===== src/hw/rtl/bba_pkg.sv =====
// shared types, codes and default sizes for the buddy block allocator
package bba_pkg;

	localparam int DEF_SMALLEST_BLOCKS = 1024;
	localparam int DEF_LEVELS          = 11;
	localparam int DEF_MIN_BLOCK_BYTES = 1024;

	localparam int ADDR_W = 40;
	localparam int SIZE_W = 32;
	localparam int STAT_W = 3;

	localparam logic [STAT_W-1:0] ST_OK        = 3'd0;
	localparam logic [STAT_W-1:0] ST_TOO_LARGE = 3'd1;
	localparam logic [STAT_W-1:0] ST_NO_SPACE  = 3'd2;
	localparam logic [STAT_W-1:0] ST_NOT_ALLOC = 3'd3;
	localparam logic [STAT_W-1:0] ST_OUTSIDE   = 3'd4;

	localparam logic FUNC_FREE = 1'b1;

	typedef enum logic [3:0] {
		S_CLEAR,
		S_IDLE,
		S_A_CHK,
		S_SCAN_RD,
		S_SCAN_EV,
		S_SPLIT_RD,
		S_SPLIT_WR,
		S_TAG_WR,
		S_F_CHK,
		S_TAG_EV,
		S_MERGE_RD,
		S_MERGE_WR,
		S_DONE
	} state_t;

	// bit edits applied to one bitmap word
	typedef struct packed {
		logic a_wr;
		logic a_val;
		logic b_wr;
		logic b_val;
	} wmod_t;

endpackage


===== src/hw/rtl/bba_word_unit.sv =====
// shared bitmap word unit: lowest free bit in a level range, and bit edits
module bba_word_unit #(
	parameter int FW = 64,
	parameter int FB = 6,
	parameter int WA = 5,
	parameter int GW = 11
) (
	input  logic [FW-1:0]     data,
	input  logic [WA-1:0]     word_idx,
	input  logic [GW-1:0]     lo,
	input  logic [GW-1:0]     hi,
	input  logic [FB-1:0]     pa,
	input  logic [FB-1:0]     pb,
	input  bba_pkg::wmod_t    wmod,
	output logic              hit,
	output logic [FB-1:0]     hit_pos,
	output logic              b_bit,
	output logic [FW-1:0]     new_word
);
	import bba_pkg::*;

	logic [FW-1:0] m;
	logic [FW-1:0] low;
	logic [GW-1:0] gb;

	// free bits that belong to the level
	always_comb begin
		m = '0;
		gb = '0;
		for (int b = 0; b < FW; b++) begin
			gb = {word_idx, FB'(b)};
			m[b] = data[b] && (gb >= lo) && (gb < hi);
		end
	end

	// isolate lowest set bit, then encode it
	always_comb begin
		low = m & (~m + FW'(1));
		hit = |m;
		hit_pos = '0;
		for (int b = 0; b < FW; b++) begin
			if (low[b]) begin
				hit_pos = hit_pos | FB'(b);
			end
		end
	end

	always_comb begin
		new_word = data;
		if (wmod.a_wr) begin
			new_word[pa] = wmod.a_val;
		end
		if (wmod.b_wr) begin
			new_word[pb] = wmod.b_val;
		end
		b_bit = data[pb];
	end

endmodule


===== config.mk =====
export PLATFORM = sky130hd
export DESIGN_NAME = bba_word_unit
export DESIGN_NICKNAME = d
export VERILOG_FILES = /design/src/hw/rtl/bba_pkg.sv /design/src/hw/rtl/bba_word_unit.sv
export SDC_FILE = /design/constraint.sdc
export NUM_CORES = 1
export LEC_CHECK = 0
export BUFFER_PORTS_ARGS = -buffer_cell sky130_fd_sc_hd__clkbuf_2
export CAP_MARGIN = 20
export CORE_MARGIN = 4
export CORE_UTILIZATION = 49
export DETAILED_ROUTE_END_ITERATION = 8
export PLACE_DENSITY = 0.75
export SYNTH_ARGS = -nofsm -noshare
export SYNTH_HDL_FRONTEND = slang
export SYNTH_SLANG_ARGS = --single-unit

===== constraint.sdc =====
create_clock -name vclk -period 6.74
set_clock_uncertainty 0.1 [all_clocks]
set_input_delay 0.337 -clock vclk [all_inputs]
set_output_delay 0.337 -clock vclk [all_outputs]
set_load 0.02 [all_outputs]

==> results of run 1 <==
-- per-layer routing --
layer	share of wire (%)	global-route usage [%]	up-vias	routed length, um
met3	12	6.23	163	4140
met2	42	60.7	798	14200
met4	6.5	18.9	0	2200
met5	0	0	-	0
li1	-	-	4455	-
met1	40	54.9	4590	13400
-- layout make-up --
cell class | instances | area (um2)
Multi-Input combinational cell | 957 | 6390
Fill cell | 1420 | 6210
Timing Repair Buffer | 185 | 966
Tap cell | 180 | 225
Inverter | 23 | 86.3
Antenna cell | 2 | 5.00
-- power by group --
part             total [mW]  leakage [nW]  switching, mW  internal, mW
registers                 0             0              0             0
clock network  0.0000000397     0.0000127              0  0.0000000397
logic                 0.682          3.18          0.465         0.217
total                 0.682          3.18          0.465         0.217
-- layout by cell type (no fill, tap or decap), drive strengths merged, types with 9 or more instances in the layout --
cell type	count
a21o	9
a21oi	40
a22oi	10
a31oi	32
and2	16
and3	11
clkbuf	179
ha	12
inv	23
mux2i	70
nand2	132
nand3	79
nand4	31
nor2	57
nor2b	11
nor3	25
nor4	15
o211ai	18
o21a	9
o21ai	94
o22ai	10
o31a	67
o31ai	50
or2	9
-- metrics by stage --
stage / hold slack (ps) / setup slack (ps) / power, mW / util (%)
after global placement: 1100 / 1340 / 0.657 / 55.1
after detailed placement: 1100 / 1490 / 0.654 / 55.1
final: 1110 / 1250 / 0.682 / 55.3
after floorplan: 916 / 3010 / 0.453 / -
after CTS: 1110 / 1450 / 0.657 / 55.1
after global routing: 1150 / 1090 / 0.732 / 55.3
-- path summary, 6_finish.rpt --
| path | start | to | cells after the start | slack (ps) |
|---|---|---|---|---|
| max | word_idx[0] | hit_pos[4] | 14 | 1250 |
| min | data[57] | new_word[57] | 5 | 1110 |
-- cell families (layout without fill, tap and decap cells) --
| family | after synthesis | after routing | synth area share, % |
|---|---|---|---|
| AND/OR/NAND/NOR | 440 | 440 | 33.3 |
| other | 0 | 2 | 0 |
| buffers and inverters | 126 | 208 | 7.80 |
| adder cells (fa/ha/maj) | 12 | 12 | 2.17 |
| AO/OA/AOI/OAI | 419 | 419 | 42.7 |
| multiplexers | 86 | 86 | 14.0 |
-- critical path: cells and delay by family --
family / cells / cell delay (ps)
AND/OR/NAND/NOR: 6 / 2180
adder cells (fa/ha/maj): 1 / 360
AO/OA/AOI/OAI: 4 / 1810
buffers and inverters: 3 / 370
==> metrics.md, run 1 <==
| Metric | Value |
|---|---|
| Status | complete, no violations |
| DRT iter0 DRCs | roughly 1700 |
| Slew headroom | 29.9% |
| Chip height | 127 um |
| Nets@finish | ~1300 |
| Routed length per instance | 25.2 um |
| DPL Wire Length | 27.5 mm |
| Leak | 3.18 nW |
| Crit path DAT | 5050 ps |
| Placer Congestion | 1.09 |
| Total track usage | between 30% and 40% |
| Rows | between 40 and 50 |
| Startpoint Class | primary input |
| I/O Buffers | 179 |
| Width of the die | 127 um |
| Worst path max stage delay | 890 ps |
| Crit Path Max Fanout | 27 |
| Io pins | 179 |
| Setup Fix Bufs, Post-CTS | 0 |
| Worst VDD drop | 0.0713 mV |
| Pre-antenna DRT Iters | 6 |
| Vias in the first global route | approximately 8900 |
| Synth Net Count | 1202 |
| Cells after Synth | 1083 |
| FFs & Latches | 0 |
| Mapped Avg Cell Area | 6.40 um2 |
| Clock buf count | 0 |
| Post-synth cell types | 83 |
| Initial core utilization | about half |
| Critical path required time | 6300 ps |
| HP Class | in2out |
| CTS resizes | 0 |
| Final cycle utilization of the critical path | between 80% and 90% |
| Core box area | 13900 um2 |
| Pwr Density | 88.9 nW/um2 |
| GRT overflow | 0 |
| Total wire length | 34.0 mm |
| Layout cells sized above 1 | 19.7% |
| Mapped Area | 6930 um2 |
| Top cells by count, synth | nand2_1, o21ai_0, nand3_1, mux2i_1 |
| Cell Chain, Critical Path | clkbuf_2, inv_1, ha_1, and4b_1, nand2_2, a2111oi_1, a31oi_1, and4_1, and3_1, a32oi_1, nand3_1, a2111oi_0, nand4_1, clkbuf_2 |
| Most frequent cell after synthesis | nand2_1 |
| Largest net degree at the start of global routing | 69 |
| CP most frequent cell | clkbuf_2 |
| Post-Layout Cell Count | 1347 |
| Area Overhead vs Synth | 10.7% |
| Final Max Slew Viols | 0 |
| CP Class | in2out |
| Yosys top cell by area | mux2i_1 |
| Setup TNS | 0 ps |
| Register area share after synthesis | 0% |
| Max Cap Viol | 0 |
| Cell count after placement | about 1300 |
| Area contributors post-synth | mux2i_1, o31a_1, nand2_1, o21ai_0, nand3_1 |
| Hold-fix buffers, CTS | 0 |
| Final setup fails | 0 |
| Design area | 7670 um2 |
| RSZ-0062 raised after global routing | false |
| Vias per inst | between 7 and 8 |
| DP Area | about 7600 um2 |
| Reg area | 0 um2 |
| First-pass GRT wire length | 51.5 mm |
| Worst-Margin Slew | 1040 ps |
| Initial antenna violation count | 2 |
| Critical Path End Type | output pin |
| Post-layout min period | 5490 ps |
| Max frequency | 0.182 GHz |
| Die area | 16100 um2 |
| Via count | about 10000 |
| CP max stage cell | and4b_1 |
| Number of remaining DRC errors | 0 |
| Yosys top cell area share | between 10% and 20% |
| Final ANT Viol Nets | 0 |
| Final Hold Fails | 0 |
| Synthesis Warnings | 0 |
Power figures use the tool's default switching activity.
==> run 2, diff against run 1 <==
--- a/config.mk
+++ b/config.mk
@@ -10,7 +10,7 @@
 export CORE_MARGIN = 4
 export CORE_UTILIZATION = 49
 export DETAILED_ROUTE_END_ITERATION = 8
-export PLACE_DENSITY = 0.75
+export PLACE_DENSITY = 0.78
 export SYNTH_ARGS = -nofsm -noshare
 export SYNTH_HDL_FRONTEND = slang
 export SYNTH_SLANG_ARGS = --single-unit
==> constraint.sdc (replaced) <==
create_clock -name vclk -period 4.7
set_clock_uncertainty 0.1 [all_clocks]
set_input_delay 0.235 -clock vclk [all_inputs]
set_output_delay 0.235 -clock vclk [all_outputs]
set_load 0.02 [all_outputs]
==> metrics.md, run 2 (synthesis gave the netlist of run 1 again) <==
| Metric | Value |
|---|---|
| Final cycle utilization of the critical path | approximately 95% |
| Gate power share | 100.0% (about the same) |
| DRT iter0 DRCs | 1544 (-9.0%) |
| Most frequent cells in the layout | clkbuf_2, nand2_1, o21ai_0 |
| Clock power share | 0% (unchanged) |
| Leak | 3.35 nW (+5.7%) |
| Rows | 43 (unchanged) |
| DP Area | 7920 um2 (+3.5%) |
| Vias in the first global route | 8998 (+1.0%) |
| Largest net degree at the start of global routing | 65 (-5.8%) |
| Initial antenna violation count | 2 (unchanged) |
| Commonest non-fill, non-tap cell in the layout | clkbuf_2 |
| Critical Path End Type | output pin |
| Crit path DAT | 4120 ps (-930 ps) |
| Pwr Density | 129 nW/um2 (+46%) |
| Final setup fails | 0 (unchanged) |
| Switch share | 66.1% (-2.0 points) |
| Seq pwr share | 0% (unchanged) |
| Hold-fix buffers, CTS | 0 (unchanged) |
| Final Hold Fails | 0 (unchanged) |
| Pre-antenna DRT Iters | 8 (+2) |
| Max Cap Viol | 0 (unchanged) |
| Layout cells sized above 1 | 22.1% (+2.5 points) |
| Design area | 7960 um2 (+3.7%) |
| Crit Path Max Fanout | 11 (-59%) |
| Hold EP | new_word[58] |
| Total wire length | 34.1 mm (+0.44%) |
| Startpoint Class | primary input |
| P_sw | 0.680 mW (+46%) |
| P_int | 0.349 mW (+60%) |
| FFs & Latches | 0 (unchanged) |
| RSZ-0062 raised after global routing | false |
| Nets@finish | 1322 (+2.8%) |
| Max frequency | 0.224 GHz |
| DPL Wire Length | 27.8 mm (+1.0%) |
| Placer Congestion | 1.05 (-3.7%) |
| Setup TNS | 0 ps (unchanged) |
| Width of the die | 127 um (unchanged) |
| Final WS setup | 241 ps (-1010 ps) |
| HP Class | in2out |
| Area Overhead vs Synth | 14.8% |
| Slew headroom | 25.2% (-4.7 points) |
| Hold path startpoint | data[58] |
| Reg area | 0 um2 (unchanged) |
| Final Max Slew Viols | 0 (unchanged) |
| WHS | 888 ps (-222 ps) |
| Worst VDD drop | 0.101 mV (+42%) |
| Post-layout min period | between 4000 and 5000 ps |
| Vias per inst | 7.31 (-1.5%) |
| Routed length per instance | 24.7 um (-2.2%) |
| Total track usage | 39.8% (-0.11 points) |
| Worst-Margin Slew | 1120 ps (+75.7 ps) |
| CP Class | in2out |
| Critical path required time | 4370 ps (-1930 ps) |
| Critical path origin | word_idx[0] |
| Io pins | 179 (unchanged) |
| GRT overflow | 0 (unchanged) |
| First-pass GRT wire length | 51.5 mm (-0.13%) |
| Via count | 10100 (+1.1%) |
| Clock buf count | 0 (unchanged) |
| Dpl ws | 262 ps (-1230 ps) |
| Die area | 16100 um2 (unchanged) |
| I/O Buffers | 179 (unchanged) |
| Number of remaining DRC errors | 0 (unchanged) |
| Final ANT Viol Nets | 0 (unchanged) |
| Status | complete, no violations |
| Core box area | 13900 um2 (unchanged) |
| Hold path depth | 5 (unchanged) |
| Chip height | 127 um (unchanged) |
| Initial core utilization | 49.9% (unchanged) |
run 2: cell count changes in the layout (fill, tap and decap cells not counted), sizes merged:
| cell | delta |
|---|---|
| buf | +36 |
run 2: worst max-delay path, stage by stage:
cell and delay (ps):
clkbuf_2 110, inv_1 60, ha_1 350, nand4b_1 360
or3_4 580, and2_1 230, a211o_1 330, and4_1 260
and3_1 310, buf_4 220, a32oi_1 250, nand3_1 130
a2111oi_0 360, nand4_1 140, clkbuf_2 200
run 2: how the worst max path moves through the flow:
stage | endpoint | slack (ps) | depth (start not counted)
floorplan | hit_pos[5] | 1170 | 14
global placement | hit_pos[4] | 340 | 15
detailed placement | hit_pos[4] | 260 | 15
CTS | hit_pos[4] | 240 | 15
global route | hit_pos[5] | 40 | 16
finish | hit_pos[4] | 240 | 15
run 2: layer usage:
| layer | global-route usage [%] | up-vias | share of wire (%) |
|---|---|---|---|
| li1 | - | 4531 | - |
| met1 | 56.0 | 4703 | 40 |
| met2 | 61.5 | 774 | 43 |
| met3 | 5.94 | 108 | 13 |
| met4 | 14.3 | 0 | 4.3 |
| met5 | 0 | - | 0 |
run 2: layout make-up:
| cell class | count | area (um2) |
|---|---|---|
| Inverter | 23 | 86.3 |
| Timing Repair Buffer | 221 | 1240 |
| Multi-Input combinational cell | 957 | 6400 |
| Tap cell | 180 | 225 |
| Fill cell | 1422 | 5920 |
| Antenna cell | 2 | 5.00 |
run 2: power by group through the flow:
stage             Clock, mW  Combinational [mW]  Sequential, mW
5_1_grt        0.0000000570                1.10               0
2_1_floorplan             0               0.650               0
3_5_place_dp              0               0.986               0
3_3_place_gp              0               0.989               0
4_1_cts                   0               0.991               0
6_report       0.0000000572                1.03               0
run 2: through the flow:
stage	total power [mW]	utilization (%)	std cells
floorplan	0.650	-	1083
global placement	0.989	57.0	1380
detailed placement	0.986	57.0	1380
CTS	0.991	57.0	1380
global route	1.10	57.3	1383
finish	1.03	57.3	1383
run 2: timing repair:
| item | CTS | global route |
|---|---|---|
| buffers inserted | 0 | 0 |
| resized for setup | 0 | 1 |
| setup endpoints to repair | 0 | 2 |
==> run 3, diff against run 2 <==
--- a/config.mk
+++ b/config.mk
@@ -7,6 +7,7 @@
 export LEC_CHECK = 0
 export BUFFER_PORTS_ARGS = -buffer_cell sky130_fd_sc_hd__clkbuf_2
 export CAP_MARGIN = 20
+export CORE_ASPECT_RATIO = 1.75
 export CORE_MARGIN = 4
 export CORE_UTILIZATION = 49
 export DETAILED_ROUTE_END_ITERATION = 8
==> metrics.md, run 3 (synthesis gave the netlist of run 1 again) <==
| Metric | Value |
|---|---|
| Final ANT Viol Nets | 0 (unchanged) |
| Die area | 16200 um2 (+0.47%) |
| Layout cells sized above 1 | 21.8% (-0.35 points) |
| Setup Fix Bufs, Post-CTS | 0 (unchanged) |
| HP Class | in2out |
| Pre-antenna DRT Iters | 8 (unchanged) |
| CP max stage cell | a2111oi_0 |
| Critical path depth | 13 (-2) |
| DRT iter0 DRCs | 1733 (+12%) |
| Worst VDD drop | 0.101 mV (-0.20%) |
| Placer Congestion | 1.20 (+15%) |
| Leak | 3.30 nW (-1.6%) |
| Final cycle utilization of the critical path | 98.8% (+3.9 points) |
| Width of the die | 97.9 um (-23%) |
| Worst path max stage delay | 890 ps (+310 ps) |
| Routed length per instance | 25.3 um (+2.6%) |
| GRT overflow | 0 (unchanged) |
| Critical Path End Type | output pin |
| Initial antenna violation count | 1 (-1) |
| Cell Chain, Critical Path | clkbuf_2, ha_1, a21oi_1, o21a_1, buf_4, a41oi_1, a2111oi_0, a21boi_0, o221ai_1, nand4_1, and3_1, nand4_1, clkbuf_2 |
| Crit-path leading delay family | compound AO/OA/AOI/OAI gates |
| Total buffers and inverters traversed by the critical path | 3 (-1) |
| Status | complete, no violations |
| Crit path DAT | 4310 ps (+190 ps) |
| Slew headroom | 26.7% (+1.5 points) |
| Most frequent cells in the layout | clkbuf_2, nand2_1, o21ai_0 |
| Reg area | 0 um2 (unchanged) |
| Commonest non-fill, non-tap cell in the layout | clkbuf_2 |
| Number of remaining DRC errors | 0 (unchanged) |
| Final setup fails | 0 (unchanged) |
| Rows | 57 (+33%) |
| Total wire length | 34.7 mm (+1.7%) |
| Critical path required time | 4370 ps (about the same) |
| Initial core utilization | 49.8% (-0.094 points) |
| Final Hold Fails | 0 (unchanged) |
| Pwr Density | 129 nW/um2 (about the same) |
| FFs & Latches | 0 (unchanged) |
| Layout Utilization | 56.5% (-0.79 points) |
| I/O Buffers | 179 (unchanged) |
| Total track usage | 40.8% (+1.0 points) |
| N_diodes | 0 (-2) |
| Worst-Margin Slew | 1090 ps (-28.1 ps) |
| Nets@finish | 1314 (-0.61%) |
| Post-layout min period | 4640 ps (+184 ps) |
| Vias in the first global route | 9431 (+4.8%) |
| Area Overhead vs Synth | 13.4% |
| Hold path depth | 5 (unchanged) |
| Vias per inst | 7.55 (+3.2%) |
| CP Class | in2out |
| Io pins | 179 (unchanged) |
| Startpoint Class | primary input |
| Setup TNS | 0 ps (unchanged) |
| Via count | 10300 (+2.3%) |
| Clock buf count | 0 (unchanged) |
| Max Cap Viol | 0 (unchanged) |
| Final Max Slew Viols | 0 (unchanged) |
| Max frequency | 0.215 GHz (-4.0%) |
| Core box area | 13900 um2 (+0.19%) |
| DPL Wire Length | 27.4 mm (-1.2%) |
| Chip height | 165 um (+30%) |
| Crit Path Max Fanout | 13 (+2) |
| Largest net degree at the start of global routing | 65 (unchanged) |
| First-pass GRT wire length | 53.0 mm (+3.0%) |
## run 3: layer usage
| layer | up-vias | routed length [um] | global-route usage, % |
|---|---|---|---|
| met5 | - | 0 | 0 |
| met4 | 0 | 3760 | 33.3 |
| li1 | 4511 | - | - |
| met2 | 930 | 15900 | 69.0 |
| met3 | 297 | 3770 | 7.31 |
| met1 | 4608 | 11300 | 44.2 |
## run 3: what timing repair did
action / 4_1_cts / 5_1_grt
hold buffers: 0 / 0
resized for setup: 0 / 3
endpoints found under the setup margin: 0 / 2
## run 3: path summary, 6_finish.rpt
check,from,endpoint,slack (ps)
worst max-delay path,word_idx[4],hit_pos[4],60
worst min-delay path,data[57],new_word[57],890
## run 3: metrics by stage
step / setup WS, ps / total power, mW / hold WS [ps] / std cells / instance area [um2]
after global routing: -8.19 / 1.08 / 921 / 1370 / 7860
after floorplan: 1170 / 0.650 / 712 / 1083 / 6930
after detailed placement: 310 / 0.963 / 896 / 1369 / 7840
after global placement: 356 / 0.960 / 887 / 1369 / 7840
after CTS: 304 / 0.968 / 898 / 1369 / 7840
final: 57.8 / 1.02 / 895 / 1370 / 7860
## run 3: layout make-up
type	count	area [um2]
timing repair buffer	213	1150
multi-input combinational	957	6400
tap	177	221
fill	1406	6050
inverter	23	86.3
## run 3: power by group
group          internal, mW  switching (mW)
clock network             0               0
registers                 0               0
logic                 0.336           0.681
